--- config.mk ---
export PLATFORM = sky130hd
export DESIGN_NAME = rgb_to_hsv_byte_flat
export DESIGN_NICKNAME = d
export VERILOG_FILES = /design/src/rtl/rthsv_pkg.sv /design/src/rtl/rthsv_intf.sv /design/src/rtl/rthsv_div.sv /design/src/rtl/rgb_to_hsv_byte.sv /design/src/flat_wrapper.sv
export VERILOG_INCLUDE_DIRS = /design/src /design/src/rtl
export SDC_FILE = /design/constraint.sdc
export NUM_CORES = 1
export LEC_CHECK = 0
export BUFFER_PORTS_ARGS = -buffer_cell sky130_fd_sc_hd__buf_2
export CAP_MARGIN = 20
export CORE_ASPECT_RATIO = 1.25
export CORE_MARGIN = 5
export CORE_UTILIZATION = 55
export DETAILED_ROUTE_END_ITERATION = 7
export MAX_ROUTING_LAYER = met4
export PLACE_DENSITY_LB_ADDON = 0.1
export SLEW_MARGIN = 20
export SYNTH_ARGS = -nofsm -noshare
export SYNTH_HDL_FRONTEND = slang
export SYNTH_HIERARCHICAL = 1
export SYNTH_SLANG_ARGS = --single-unit
--- constraint.sdc ---
create_clock -name clk_i -period 5.3 [get_ports clk_i]
set_clock_uncertainty 0.1 [all_clocks]
set_input_delay 0.795 -clock clk_i [delete_from_list [all_inputs] [get_ports clk_i]]
set_output_delay 0.795 -clock clk_i [all_outputs]
set_load 0.05 [all_outputs]
--- src/rtl/rgb_to_hsv_byte_defines.svh ---
// shared assertion macros for the hsv converter
`ifndef RGB_TO_HSV_BYTE_DEFINES_SVH
`define RGB_TO_HSV_BYTE_DEFINES_SVH

// checked only out of reset
`define RTHSV_ASSERT(lbl, prop, msg) \
  lbl: assert property (@(posedge clk_i) disable iff (!rst_ni) prop) else $error(msg);

// checked on every edge, reset included
`define RTHSV_ASSERT_ALWAYS(lbl, prop, msg) \
  lbl: assert property (@(posedge clk_i) prop) else $error(msg);

`endif

--- src/rtl/rthsv_pkg.sv ---
package rthsv_pkg;

  localparam int unsigned PixW     = 8;
  localparam int unsigned QuoW     = 8;
  localparam int unsigned DivSteps = QuoW;
  localparam int unsigned DvdW     = 16;

  localparam logic [PixW-1:0] HueStep     = 8'd43;
  localparam logic [PixW-1:0] SectorRed   = 8'd0;
  localparam logic [PixW-1:0] SectorGreen = 8'd85;
  localparam logic [PixW-1:0] SectorBlue  = 8'd171;

  // per-pixel data that rides alongside the dividers
  typedef struct packed {
    logic [PixW-1:0] hi;
    logic [PixW-1:0] offset;
    logic            neg;
    logic            gray;
  } side_t;

endpackage

--- src/rtl/rthsv_intf.sv ---
interface rthsv_rgb_if import rthsv_pkg::*; ();
  logic            valid;
  logic            ready;
  logic [PixW-1:0] red;
  logic [PixW-1:0] green;
  logic [PixW-1:0] blue;

  modport source (output valid, output red, output green, output blue, input ready);
  modport sink   (input valid, input red, input green, input blue, output ready);
endinterface

interface rthsv_hsv_if import rthsv_pkg::*; ();
  logic            valid;
  logic            ready;
  logic [PixW-1:0] hue;
  logic [PixW-1:0] saturation;
  logic [PixW-1:0] brightness_value;

  modport source (output valid, output hue, output saturation, output brightness_value,
                  input ready);
  modport sink   (input valid, input hue, input saturation, input brightness_value,
                  output ready);
endinterface

--- src/rtl/rthsv_div.sv ---
module rthsv_div import rthsv_pkg::*; (
  input  logic                clk_i,
  input  logic [DivSteps-1:0] en_i,
  input  logic [DvdW-1:0]     dividend_i,
  input  logic [PixW-1:0]     divisor_i,
  output logic [QuoW-1:0]     quotient_o
);

  // restoring division, one quotient bit per stage, msb first
  logic [DvdW-1:0] rem_q [DivSteps];
  logic [PixW-1:0] dvs_q [DivSteps];
  logic [QuoW-1:0] quo_q [DivSteps];

  for (genvar k = 0; k < DivSteps; k++) begin : g_step
    localparam int unsigned Shift = QuoW - 1 - k;

    logic [DvdW-1:0] rem_in;
    logic [PixW-1:0] dvs_in;
    logic [QuoW-1:0] quo_in;
    logic [DvdW:0]   trial;
    logic [DvdW-1:0] rem_d;
    logic [QuoW-1:0] quo_d;

    if (k == 0) begin : g_first
      assign rem_in = dividend_i;
      assign dvs_in = divisor_i;
      assign quo_in = '0;
    end else begin : g_next
      assign rem_in = rem_q[k-1];
      assign dvs_in = dvs_q[k-1];
      assign quo_in = quo_q[k-1];
    end

    always_comb begin
      trial = {1'b0, rem_in} - ({{(DvdW + 1 - PixW){1'b0}}, dvs_in} << Shift);
      quo_d = quo_in;
      if (!trial[DvdW]) begin
        rem_d        = trial[DvdW-1:0];
        quo_d[Shift] = 1'b1;
      end else begin
        rem_d = rem_in;
      end
    end

    always_ff @(posedge clk_i) begin
      if (en_i[k]) begin
        rem_q[k] <= rem_d;
        dvs_q[k] <= dvs_in;
        quo_q[k] <= quo_d;
      end
    end
  end

  assign quotient_o = quo_q[DivSteps-1];

endmodule

--- src/rtl/rgb_to_hsv_byte.sv ---
// RGB to HSV pixel converter, 8 bits per channel. Takes one pixel per clock and gives one
// HSV result per pixel, in order, after 11 register stages (input decode, constant scaling,
// eight steps of a restoring divider, output). Throughput is one pixel per cycle when the
// sink keeps ready high; a full stage holds only while the one after it cannot take its
// content, so a stall on the output fills the bubbles before it backs up to pix_i.ready.
// Saturation and hue each use their own eight-stage divider, which sets the latency. Hue
// runs 0 to 255 with red at 0, green at 85 and blue at 171; gray pixels give hue 0 and
// saturation 0.
`include "rgb_to_hsv_byte_defines.svh"

module rgb_to_hsv_byte import rthsv_pkg::*; (
  input  logic         clk_i,
  input  logic         rst_ni,
  rthsv_rgb_if.sink    pix_i,
  rthsv_hsv_if.source  hsv_o
);

  localparam int unsigned NumStages = DivSteps + 3;
  localparam int unsigned Last      = NumStages - 1;

  logic [NumStages-1:0] valid_q;
  logic [NumStages-1:0] en;

  // a stage takes new data when empty or when its content moves on
  always_comb begin
    en[Last] = !valid_q[Last] || hsv_o.ready;
    for (int k = Last - 1; k >= 0; k--) begin
      en[k] = !valid_q[k] || en[k+1];
    end
  end

  assign pix_i.ready = en[0];

  always_ff @(posedge clk_i or negedge rst_ni) begin
    if (!rst_ni) begin
      valid_q <= '0;
    end else begin
      if (en[0]) valid_q[0] <= pix_i.valid;
      for (int k = 1; k < NumStages; k++) begin
        if (en[k]) valid_q[k] <= valid_q[k-1];
      end
    end
  end

  // stage a: max, min, sector and signed channel difference
  logic            r_ge_g, r_ge_b, g_ge_b;
  logic [PixW-1:0] hi_d, lo_d, pos_d, negv_d, off_d;
  logic [PixW-1:0] hi_a_q, chroma_a_q, diff_a_q, off_a_q;
  logic            neg_a_q;

  always_comb begin
    r_ge_g = pix_i.red >= pix_i.green;
    r_ge_b = pix_i.red >= pix_i.blue;
    g_ge_b = pix_i.green >= pix_i.blue;
    if (r_ge_g && r_ge_b) begin
      hi_d   = pix_i.red;
      off_d  = SectorRed;
      pos_d  = pix_i.green;
      negv_d = pix_i.blue;
    end else if (g_ge_b) begin
      hi_d   = pix_i.green;
      off_d  = SectorGreen;
      pos_d  = pix_i.blue;
      negv_d = pix_i.red;
    end else begin
      hi_d   = pix_i.blue;
      off_d  = SectorBlue;
      pos_d  = pix_i.red;
      negv_d = pix_i.green;
    end
    if (!r_ge_g && !r_ge_b)    lo_d = pix_i.red;
    else if (r_ge_g && !g_ge_b) lo_d = pix_i.green;
    else                        lo_d = pix_i.blue;
  end

  always_ff @(posedge clk_i) begin
    if (en[0]) begin
      hi_a_q     <= hi_d;
      chroma_a_q <= hi_d - lo_d;
      off_a_q    <= off_d;
      neg_a_q    <= pos_d < negv_d;
      diff_a_q   <= (pos_d < negv_d) ? negv_d - pos_d : pos_d - negv_d;
    end
  end

  // stage b: scale numerators by the constants
  logic [DvdW-1:0] sat_dvd_b_q, hue_dvd_b_q;
  logic [PixW-1:0] dvs_b_q;
  side_t           side_b_q;

  always_ff @(posedge clk_i) begin
    if (en[1]) begin
      sat_dvd_b_q   <= {chroma_a_q, {(DvdW - PixW){1'b0}}} - DvdW'(chroma_a_q);
      hue_dvd_b_q   <= DvdW'(diff_a_q) * DvdW'(HueStep);
      dvs_b_q       <= chroma_a_q;
      side_b_q.hi     <= hi_a_q;
      side_b_q.offset <= off_a_q;
      side_b_q.neg    <= neg_a_q;
      side_b_q.gray   <= chroma_a_q == '0;
    end
  end

  // dividers, with the side data delayed to match
  logic [QuoW-1:0] sat_quo, hue_quo;
  side_t           side_q [DivSteps];

  rthsv_div u_sat_div (
    .clk_i      (clk_i),
    .en_i       (en[2 +: DivSteps]),
    .dividend_i (sat_dvd_b_q),
    .divisor_i  (side_b_q.hi),
    .quotient_o (sat_quo)
  );

  rthsv_div u_hue_div (
    .clk_i      (clk_i),
    .en_i       (en[2 +: DivSteps]),
    .dividend_i (hue_dvd_b_q),
    .divisor_i  (dvs_b_q),
    .quotient_o (hue_quo)
  );

  always_ff @(posedge clk_i) begin
    if (en[2]) side_q[0] <= side_b_q;
    for (int k = 1; k < DivSteps; k++) begin
      if (en[k+2]) side_q[k] <= side_q[k-1];
    end
  end

  // output stage: place the magnitude in its sector, wrapping mod 256
  logic [PixW-1:0] hue_q, sat_q, val_q;
  logic [PixW-1:0] hue_d, sat_d;
  side_t           side_last;

  assign side_last = side_q[DivSteps-1];

  always_comb begin
    if (side_last.gray) begin
      hue_d = '0;
      sat_d = '0;
    end else begin
      hue_d = side_last.neg ? side_last.offset - PixW'(hue_quo)
                            : side_last.offset + PixW'(hue_quo);
      sat_d = PixW'(sat_quo);
    end
  end

  always_ff @(posedge clk_i) begin
    if (en[Last]) begin
      hue_q <= hue_d;
      sat_q <= sat_d;
      val_q <= side_last.hi;
    end
  end

  assign hsv_o.valid            = valid_q[Last];
  assign hsv_o.hue              = hue_q;
  assign hsv_o.saturation       = sat_q;
  assign hsv_o.brightness_value = val_q;

  `RTHSV_ASSERT(a_hue_quo_range,
    valid_q[Last-1] && !side_last.gray |-> hue_quo <= QuoW'(HueStep),
    "hue step out of range")
  `RTHSV_ASSERT(a_sat_zero_gray,
    hsv_o.valid && hsv_o.saturation == '0 |-> hsv_o.hue == '0,
    "zero saturation with non-zero hue")
  `RTHSV_ASSERT(a_out_from_pipe,
    $rose(hsv_o.valid) |-> $past(valid_q[Last-1]),
    "result without an item behind it")
  `RTHSV_ASSERT_ALWAYS(a_reset_empty, !rst_ni |=> valid_q == '0, "pipeline not empty in reset")

endmodule
--- src/flat_wrapper.sv ---
// flat-port wrapper written by rule: the top's interface ports become plain ports
module rgb_to_hsv_byte_flat import rthsv_pkg::*;
  (clk_i, rst_ni, pix_i_valid, pix_i_red, pix_i_green, pix_i_blue, pix_i_ready, hsv_o_valid, hsv_o_hue, hsv_o_saturation, hsv_o_brightness_value, hsv_o_ready);
  rthsv_rgb_if pix_i_i ();
  rthsv_hsv_if hsv_o_i ();
  input  logic clk_i;
  input  logic rst_ni;
  input wire logic [$bits(pix_i_i.valid)-1:0] pix_i_valid;
  input wire logic [$bits(pix_i_i.red)-1:0] pix_i_red;
  input wire logic [$bits(pix_i_i.green)-1:0] pix_i_green;
  input wire logic [$bits(pix_i_i.blue)-1:0] pix_i_blue;
  output wire logic [$bits(pix_i_i.ready)-1:0] pix_i_ready;
  output wire logic [$bits(hsv_o_i.valid)-1:0] hsv_o_valid;
  output wire logic [$bits(hsv_o_i.hue)-1:0] hsv_o_hue;
  output wire logic [$bits(hsv_o_i.saturation)-1:0] hsv_o_saturation;
  output wire logic [$bits(hsv_o_i.brightness_value)-1:0] hsv_o_brightness_value;
  input wire logic [$bits(hsv_o_i.ready)-1:0] hsv_o_ready;
  assign pix_i_i.valid = pix_i_valid;
  assign pix_i_i.red = pix_i_red;
  assign pix_i_i.green = pix_i_green;
  assign pix_i_i.blue = pix_i_blue;
  assign pix_i_ready = pix_i_i.ready;
  assign hsv_o_valid = hsv_o_i.valid;
  assign hsv_o_hue = hsv_o_i.hue;
  assign hsv_o_saturation = hsv_o_i.saturation;
  assign hsv_o_brightness_value = hsv_o_i.brightness_value;
  assign hsv_o_i.ready = hsv_o_ready;
  rgb_to_hsv_byte u_core (.clk_i(clk_i), .rst_ni(rst_ni), .pix_i(pix_i_i), .hsv_o(hsv_o_i));
endmodule
# Yosys cells after proc, flatten, opt, wreduce, memory -nomap -nowiden
# Memories as Yosys holds them, arrays and structs flattened. A register that Yosys moved wholly into a read port is not among the register bits.
# Cells that the tools add are included.
[classes]
reduce_logical = 29
mul = 1
n_eq_ne = 0
shift = 0
add_sub_neg = 22
order_cmp = 4
n_bitwise = 0
n_div = 0
n_mux = 59
[ops]
columns = ["cell", "n"]
rows = [
  ["$mux 16", 16],
  ["$mux 8", 11],
  ["$sub 16x10->17", 2],
  ["$sub 16x11->17", 2],
  ["$sub 16x12->17", 2],
  ["$sub 16x13->17", 2],
  ["$sub 16x14->17", 2],
  ["$sub 16x8->17", 2],
  ["$sub 16x9->17", 2],
  ["$mux 1", 32],
  ["$sub 8x8->8", 4],
  ["$ge 8x8->1", 3],
  ["$sub 16x15->17", 1],
  ["$sub 14x15->16", 1],
  ["$sub 16x8->16", 1],
  ["$logic_not 1->1", 14],
  ["$mul 8x6->14 const B", 1],
  ["$logic_or 1x1->1", 11],
  ["$add 8x8->8", 1],
  ["$logic_not 8->1", 1],
  ["$lt 8x8->1", 1],
  ["$logic_and 1x1->1", 3],
]
[word_totals]
memories = 7
elab_cells = 147
ram_bits = 656
regBits = 116
latchBits = 0
rom_bits = 0
[memory_table]
columns = ["memory", "words", "word_bits", "rd", "rd_ports_with_merged_regs", "write_ports", "line", "source"]
rows = [
  ["u_core.side_q", 8, 18, 8, 0, 8, "rgb_to_hsv_byte.sv:105", "side_t side_q [DivSteps];"],
  ["u_core.u_hue_div.rem_q", 8, 16, 7, 0, 8, "rthsv_div.sv:10", "logic [DvdW-1:0] rem_q [DivSteps];"],
  ["u_core.u_sat_div.rem_q", 8, 16, 7, 0, 8, "rthsv_div.sv:10", ""],
  ["u_core.u_hue_div.dvs_q", 8, 8, 7, 0, 8, "rthsv_div.sv:11", "logic [PixW-1:0] dvs_q [DivSteps];"],
  ["u_core.u_hue_div.quo_q", 8, 8, 8, 0, 8, "rthsv_div.sv:12", "logic [QuoW-1:0] quo_q [DivSteps];"],
  ["u_core.u_sat_div.dvs_q", 8, 8, 7, 0, 8, "rthsv_div.sv:11", ""],
  ["+1 memories", "-", "-", "-", "-", "-", "-", ""],
]

# Logic depth before layout (Yosys ltp)
# Gate-level depths: netlist of run 1.
[depth]
word_depth = 12
mapped_depth = 22

# Modules after synthesis
# Netlist of run 1, hierarchy kept.
[modules_own_cells]
columns = ["mod", "instances", "cells_per_inst", "seq_area_each_um2", "area_per_inst_um2"]
rows = [
  ["rgb_to_hsv_byte", 1, 758, 6461.2, 10442.5],
  ["rthsv_div (u_core.u_hue_div)", 1, 791, 6125.9, 10199.8],
  ["rthsv_div (u_core.u_sat_div)", 1, 788, 6125.9, 10169.8],
]

# Worst setup path after synthesis of run 1
# OpenSTA, ideal clock, no wires.
[synth_path]
path_kind = "input -> register"
startpoint = "input pix_i_blue[7]"
endpoint = "register u_core.diff_a_q[5], data pin"
arrival_time_ns = 4.747
cell_stages = 18
path_buffers = 4
required_time_ns = 4.933
path_slack_ns = 0.186
path_cell_list = "clkbuf_1 > inv_1 > ha_1 > nand4_1 > o31ai_2 > and2_2 > clkbuf_1 > buf_2 > nor2_1 > a21o_1 > ha_1 > buf_6 > a2111o_1 > o21ai_4 > mux2_4 > or4_1 > o311ai_0 > nor3_2"
[synth_via]
elab_chain_len = 5
word_cells_on_any_way = 11
[synth_lines]
columns = ["item", "line", "source"]
rows = [
  ["start, declared", "flat_wrapper.sv:11", "input wire logic [$bits(pix_i_i.blue)-1:0] pix_i_blue;"],
  ["$ge 8x8->1 (on tied branches)", "rgb_to_hsv_byte.sv:54, rgb_to_hsv_byte.sv:53", ""],
  ["$mux 8 or $logic_and 1x1->1 (tied branches)", "rgb_to_hsv_byte.sv:60, rgb_to_hsv_byte.sv:55", ""],
  ["$mux 8", "rgb_to_hsv_byte.sv:55", "if (r_ge_g && r_ge_b) begin"],
  ["$sub 8x8->8 or $lt 8x8->1 (tied branches)", "rgb_to_hsv_byte.sv:82", "diff_a_q <= (pos_d < negv_d) ? negv_d - pos_d : pos_d - negv_d;"],
  ["$mux 8 *", "rgb_to_hsv_byte.sv:82", ""],
  ["end signal, assigned", "rgb_to_hsv_byte.sv:82", ""],
  ["end, declared", "rgb_to_hsv_byte.sv:48", "logic [PixW-1:0] hi_a_q, chroma_a_q, diff_a_q, off_a_q;"],
]
# Every way passes the cells marked *; elsewhere a longest branch is shown, timed or not.
# A chain may end at the register's enable or synchronous reset.

# Worst setup path in the final report of run 1
[layout_path]
startpoint = "input pix_i_red[0]"
endpoint = "register u_core.diff_a_q[5], data pin"
[layout_via]
elab_chain_len = 5
word_cells_on_any_way = 11
[layout_lines]
columns = ["item", "line", "source"]
rows = [
  ["start, declared", "flat_wrapper.sv:9", "input wire logic [$bits(pix_i_i.red)-1:0] pix_i_red;"],
  ["$ge 8x8->1 (on tied branches)", "rgb_to_hsv_byte.sv:52, rgb_to_hsv_byte.sv:53", ""],
  ["$logic_and 1x1->1", "rgb_to_hsv_byte.sv:55", ""],
  ["$mux 8", "rgb_to_hsv_byte.sv:55", ""],
  ["$sub 8x8->8 or $lt 8x8->1 (tied branches)", "rgb_to_hsv_byte.sv:82", ""],
  ["$mux 8 *", "rgb_to_hsv_byte.sv:82", ""],
]
# Marked as above.

==> run metrics, run 1 <==
std cell rows=97; CTS resizes=0; worst setup margin=0.698 ns; clk sinks=625; Core Util, Final=61.3%; outcome=completed; Cells after DPL=3,148; first-pass GRT wire length=84,500 um; FF+latch count, synth=625; core footprint=55,800 sq um; nets=2,739; DRC Markers=0; CP max-delay cell=fa_1; Non-Filler Instances=3,260; io pins=54; fraction of registers with async set/reset=1.76%; Die Ht=275 um; maximum VDD drop=0.000904 V; antenna cells=0; dpl ws=0.0720 ns; IO buf count=53; largest area contributor in the netlist=edfxtp_1; antenna violations before repair=0; pin count of the biggest net entering global routing=77; Buf/Inv on CP=2; Highest Signal Layer=met4; internal power=16.1 mW; Commonest cells post-synth=edfxtp_1 (614), inv_1 (238), ha_1 (215); clock root buffer=clkbuf_16; worst path cell trace=buf_2, inv_1, ha_1, nand2b_1, a2111oi_2, o31ai_2, and2_2, nor2_1, a21oi_1, fa_1, a211oi_1, nor3_2, o21ai_4, mux2_4, or4_1, o311ai_0, nor3_2; Clock Latency Late Sink=0.60 ns; max-cap violations=0; RSZ-0062 raised after global routing=false; post-CTS setup buffers=0; Hold Violations, Final=0; area of the multi-input gates=11,100 sq um; Comb power frac=43.5%; wire per inst=15.4 um; GRT overflow=0; CTS tree=done; router iterations before antenna repair=5; post-DP HPWL=38,300 um; Mapped Area=30,800 sq um; share of layout cells above drive strength 1=12.7%; DR vias=17.4k; Power Density=720 nW/um^2; 1st-iter DRT viols=949; M1 WL=20,600 um; RD Place Congestion=0.874; Netlist cell types=88; Sw Pwr=8.57 mW; kind of critical path=in2reg; Die ar.=60,900 sq um; top-count cell post-synth=edfxtp_1; Worst Path Max Fanout=29; number of global-route vias before repair=17.6k; max incr delay on CP=0.50 ns; CP startpoint kind=primary input; CP delay by family, top=simple AND/OR/NAND/NOR gates; Slew Limit Fails=0; hold_buf cts=1; vias per cell=5.35; top-area cell type share of the netlist area=59.8%; fmax=0.217 GHz; register area=18,700 sq um; synth top area cells=edfxtp_1 (60%), ha_1 (8.7%), inv_1 (2.9%); Starting Density=55.2%; Data required, critical path=5.54 ns; CTS H-tree depth=2; Bufs on Longest Clock Path=3; DR WL met3=1590 um; Yosys warning count=6; Min Clock Period, post-route=4.60 ns; sequential area share after synthesis=60.7%; post-synthesis cell count=2,337; filler instances=4,320; Die Wd=222 um; worst slew pin tran=0.960 ns; cell mode on critical path=nor3_2; Syn-to-layout area delta=11.1%; Worst setup EP type=register; max_slew headroom=35.6%; final number of setup-violating endpoints=0; ANT nets after route=0; GRT Util Overall=17.1%; DR WL met2=26,300 um; Sequential Power Share=39.6%; EDFF count, synth=614; crit path DAT=4.84 ns; TritonCTS Buffers=59; setup tns final=0 ns; period utilization=86.8%; Worst Hold Class=reg2reg; Clk pwr share=16.9%; leakage power=13.9 nW; sw frac=34.8%; Avg Synthesized Cell Area=13.2 sq um; clock slew at reported path FFs=0.06 ns; Post-Route WL=50,200 um; Synth Flop Type=edfxtp_1
sequential cells by signal, summed over array words and instances (netlist names), 11 cells and up:
name	flops
u_core/u_hue_div/rem_q	112
u_core/u_sat_div/rem_q	112
u_core/side_q	104
u_core/u_hue_div/dvs_q	56
u_core/u_sat_div/dvs_q	56
u_core/u_hue_div/quo_q	36
u_core/u_sat_div/quo_q	36
u_core/sat_dvd_b_q	16
u_core/hue_dvd_b_q	14
u_core/side_b_q	13
u_core/valid_q	11
per-stage QoR:
step           power [mW]  instance area, sq um  hold slack [ns]
3_5_place_dp         20.6                 32200            0.305
2_1_floorplan        18.2                 30800            0.300
4_1_cts              24.9                 34200            0.272
6_report             24.6                 34200            0.300
3_3_place_gp         20.2                 32200            0.301
5_1_grt              26.7                 34200            0.291
power groups by stage:
stage	Sequential (mW)	Clock, mW	Combinational (mW)
floorplan	9.63	0	8.55
global placement	9.81	0	10.4
detailed placement	9.88	0	10.7
CTS	9.79	4.28	10.8
global route	10.0	4.50	12.2
finish	9.76	4.17	10.7
kinds of logic after synthesis:
kind of cell	after synthesis	share of synthesized area [%]
flip-flops	625	60.7
AND/OR/NAND/NOR	516	8.32
AO/OA/AOI/OAI	470	10.1
buffers and inverters	270	3.44
adder cells (fa/ha/maj)	242	10.5
multiplexers	115	4.10
XOR/XNOR	98	2.79
other	1	0.0122
worst paths after layout:
check	start	endpoint	slack, ns	depth (start not counted)
max	pix_i_red[0]	u_core/diff_a_q[5]	0.70	17
min	u_core/side_q[0][52]	u_core/side_q[0][70]	0.30	0
max reg2reg	u_core/diff_a_q[4]	u_core/hue_dvd_b_q[13]	1.37	14
min reg2reg	u_core/side_q[0][52]	u_core/side_q[0][70]	0.30	0
max in group asynchronous	rst_ni	u_core/valid_q[3]	4.30	2
min in group asynchronous	rst_ni	u_core/valid_q[0]	0.54	2
layer usage:
metal,vias to the layer above,global-route usage [%]
li1,8864,-
met1,8229,19.6
met2,250,30.9
met3,87,2.63
met4,0,5.87
met5,-,-
final cells by class:
| type | instances | area share (%) |
|---|---|---|
| clock inverter | 36 | 1.06 |
| multi-input combinational | 1445 | 32.4 |
| clock buffer | 74 | 4.68 |
| sequential | 625 | 54.7 |
| tap | 742 | 2.71 |
| timing repair buffer | 100 | 1.89 |
| inverter | 238 | 2.61 |
cells in the final DEF, fill, tap and decap left out, types with 8 or more instances in the layout:
cell type	netlist	final
a31oi_1	11	11
nor3_1	57	57
nand2_1	97	95
nand2b_1	35	35
dfrtp_1	11	11
nor2_1	171	171
xor2_1	37	37
o21a_1	46	46
fa_1	27	27
o31ai_1	17	17
o21ai_1	8	8
buf_2	13	53
clkinv_2	0	9
mux2i_1	43	43
nand4_1	8	8
o31a_1	13	13
a21o_1	47	47
a21oi_1	129	129
mux2_2	66	66
a211oi_1	24	24
inv_1	238	235
nand3_1	18	16
edfxtp_1	614	614
o21ai_0	93	93
or3_1	15	15
buf_4	0	44
nor2b_1	43	43
or2_2	13	13
a21boi_0	13	13
clkbuf_1	15	8
clkinv_1	0	9
ha_1	215	215
clkbuf_16	0	59
xnor2_1	61	61
nor4_1	15	15
(Power assumes the default switching activity.)
==> run 2: changes to the inputs <==
Settings changed: CELL_PAD_IN_SITES_DETAIL_PLACEMENT set to 0, CELL_PAD_IN_SITES_GLOBAL_PLACEMENT set to 2, CORE_UTILIZATION 55 to 46.
==> run 2 against run 1 <==
Flip-flop and latch count is the same. Combinational power about the same. Hold slack worse by 0.022 ns. Die area increased by 19%. Routed wire length increased by 4.0%.
==> run metrics, run 2 (synthesis results as in run 1) <==
IO buf count=53 (unchanged); clock root buffer=clkbuf_16; Power Total=24.9 mW (+0.96%); crit path DAT=4.88 ns (+0.04 ns); cell mode on critical path=a21oi_1; max_slew headroom=36.9% (+1.3 points); most frequent cells in the layout=edfxtp_1 (614), inv_1 (235), ha_1 (215), nor2_1 (170), a21oi_1 (129); final number of setup-violating endpoints=0 (unchanged); pin count of the biggest net entering global routing=77 (unchanged); Bufs on Longest Clock Path=3 (unchanged); vias per cell=5.08 (-4.9%); TritonCTS Buffers=61 (+3.4%); router iterations before antenna repair=5 (unchanged); period utilization=87.1% (+0.23 points); Syn-to-layout area delta=12.0%; Slew Limit Fails=0 (unchanged); outcome=completed; max incr delay on CP=0.48 ns (-0.02 ns); Power Density=721 nW/um^2 (about the same); RSZ-0062 raised after global routing=false; Data required, critical path=5.57 ns (+0.03 ns); worst path cell trace=buf_2, inv_1, ha_1, nand2b_1, a2111oi_2, o31ai_2, and2_2, nor2_1, a21oi_1, fa_1, a211oi_1, nor3_2, o21ai_4, mux2_4, buf_4, a21oi_1, o211ai_1, a31oi_1, xnor2_1; std cell rows=106 (+9.3%); Min Clock Period, post-route=4.61 ns (+0.0122 ns); Worst Hold Class=in2reg; number of global-route vias before repair=17.4k (-1.2%); DRC Markers=0 (unchanged); DR vias=17.2k (-1.2%); max-cap violations=0 (unchanged); worst slew pin tran=0.944 ns (-0.0161 ns); commonest non-fill, non-tap cell in the layout=edfxtp_1; RD Place Congestion=0.846 (-3.2%); Die Wd=241 um (+8.9%); GRT Util Overall=15.1% (-2.1 points); CTS resizes=0 (unchanged); Die Ht=299 um (+9.0%); first-pass GRT wire length=86,600 um (+2.4%); antenna violations before repair=0 (unchanged); Worst setup EP type=register; clk sinks=625 (unchanged); top flop regs=u_core/u_hue_div/rem_q (112), u_core/u_sat_div/rem_q (112), u_core/side_q (104); ANT nets after route=0 (unchanged); leakage power=14.0 nW (+0.61%); GRT overflow=0 (unchanged); CP max-delay cell=a2111oi_2; Core Util, Final=51.7% (-9.5 points); wire per inst=15.4 um (about the same); Post-Route WL=52,200 um (+4.0%); post-DP HPWL=40,200 um (+5.0%); nets=2,743 (+0.15%); Die ar.=72,300 sq um (+19%); Hold Violations, Final=0 (unchanged); maximum VDD drop=0.000319 V (-65%); fmax=0.217 GHz (-0.26%); CP startpoint kind=primary input; antenna cells=0 (unchanged); CTS tree=done; clock slew at reported path FFs=0.06 ns (about the same); Starting Density=46.2% (-9.0 points); core footprint=66,700 sq um (+19%); Clock Latency Late Sink=0.62 ns (+0.02 ns); 1st-iter DRT viols=620 (-35%); Worst Path Max Fanout=16 (-45%); share of layout cells above drive strength 1=13.0% (+0.28 points); kind of critical path=in2reg; CTS H-tree depth=2 (unchanged); io pins=54 (unchanged)
run 2: cell count changes in the layout (fill, tap and decap cells not counted), moves of 2 or more:
cell / previous run / this run
buf_4: 44 / 46
inv_6: 5 / 1
bufinv_16: 6 / 9
clkinv_1: 9 / 6
clkbuf_8: 7 / 3
clkbuf_1: 8 / 11
clkbuf_16: 59 / 61
clkinvlp_4: 4 / 1
clkinv_2: 9 / 17
run 2: path summary, 6_finish.rpt:
kind                                                    start  slack [ns]                      endpoint  depth (start not counted)
worst max-delay path                             pix_i_red[0]        0.69            u_core/diff_a_q[7]                         19
worst min-delay path                              pix_i_valid        0.28             u_core/valid_q[0]                          2
worst max register to register             u_core/diff_a_q[3]        1.34        u_core/hue_dvd_b_q[13]                         14
worst min register to register  u_core/u_hue_div/quo_q[0][29]        0.31  u_core/u_hue_div/quo_q[1][5]                          0
max in group asynchronous                              rst_ni        4.36             u_core/valid_q[9]                          2
min in group asynchronous                              rst_ni        0.49             u_core/valid_q[1]                          2
run 2: cell type report:
type / count / area [sq um]
Tap cell: 864 / 1080
Multi-Input combinational cell: 1445 / 11100
Fill cell: 5693 / 32200
Clock buffer: 75 / 1610
Inverter: 238 / 893
Timing Repair Buffer: 102 / 661
Clock inverter: 40 / 487
Sequential cell: 625 / 18700
run 2: worst max-delay path: cells and delay by family:
kind                       cells  cell delay, ns
adders and majority gates      2            0.72
buffers and inverters          3            0.45
AOI/OAI and AO/OA              8            1.77
xor gates and xnor gates       1            0.08
muxes                          1            0.33
and+or+nand+nor                4            0.75
run 2: layer usage:
layer	GRT usage (%)	wire length, um	vias up
met5	-	0	-
met4	5.11	1690	0
met3	2.27	1550	99
met2	26.9	27300	193
met1	17.2	21700	8051
li1	-	-	8884
run 2: metrics by stage:
| step | hold WS [ns] | worst slack, ns | std cells | setup TNS, ns | cell area [sq um] |
|---|---|---|---|---|---|
| 2_1_floorplan | 0.300 | 0.186 | 2340 | 0 | 30800 |
| 6_report | 0.277 | 0.686 | 3389 | 0 | 34500 |
| 4_1_cts | 0.227 | 0.672 | 3388 | 0 | 34500 |
| 3_5_place_dp | 0.305 | -0.00403 | 3272 | -0.00403 | 32400 |
| 5_1_grt | 0.260 | 0.456 | 3389 | 0 | 34500 |
| 3_3_place_gp | 0.303 | 0.0618 | 3272 | 0 | 32400 |
run 2: power breakdown:
group          switching [mW]  internal [mW]
Combinational            5.72           4.97
Sequential               1.13           8.64
Clock                    1.80           2.61
run 2: timing repair:
item / CTS / global route
hold buffers: 1 / 0
buffers inserted: 0 / 0
hold endpoints to repair: 11 / 0
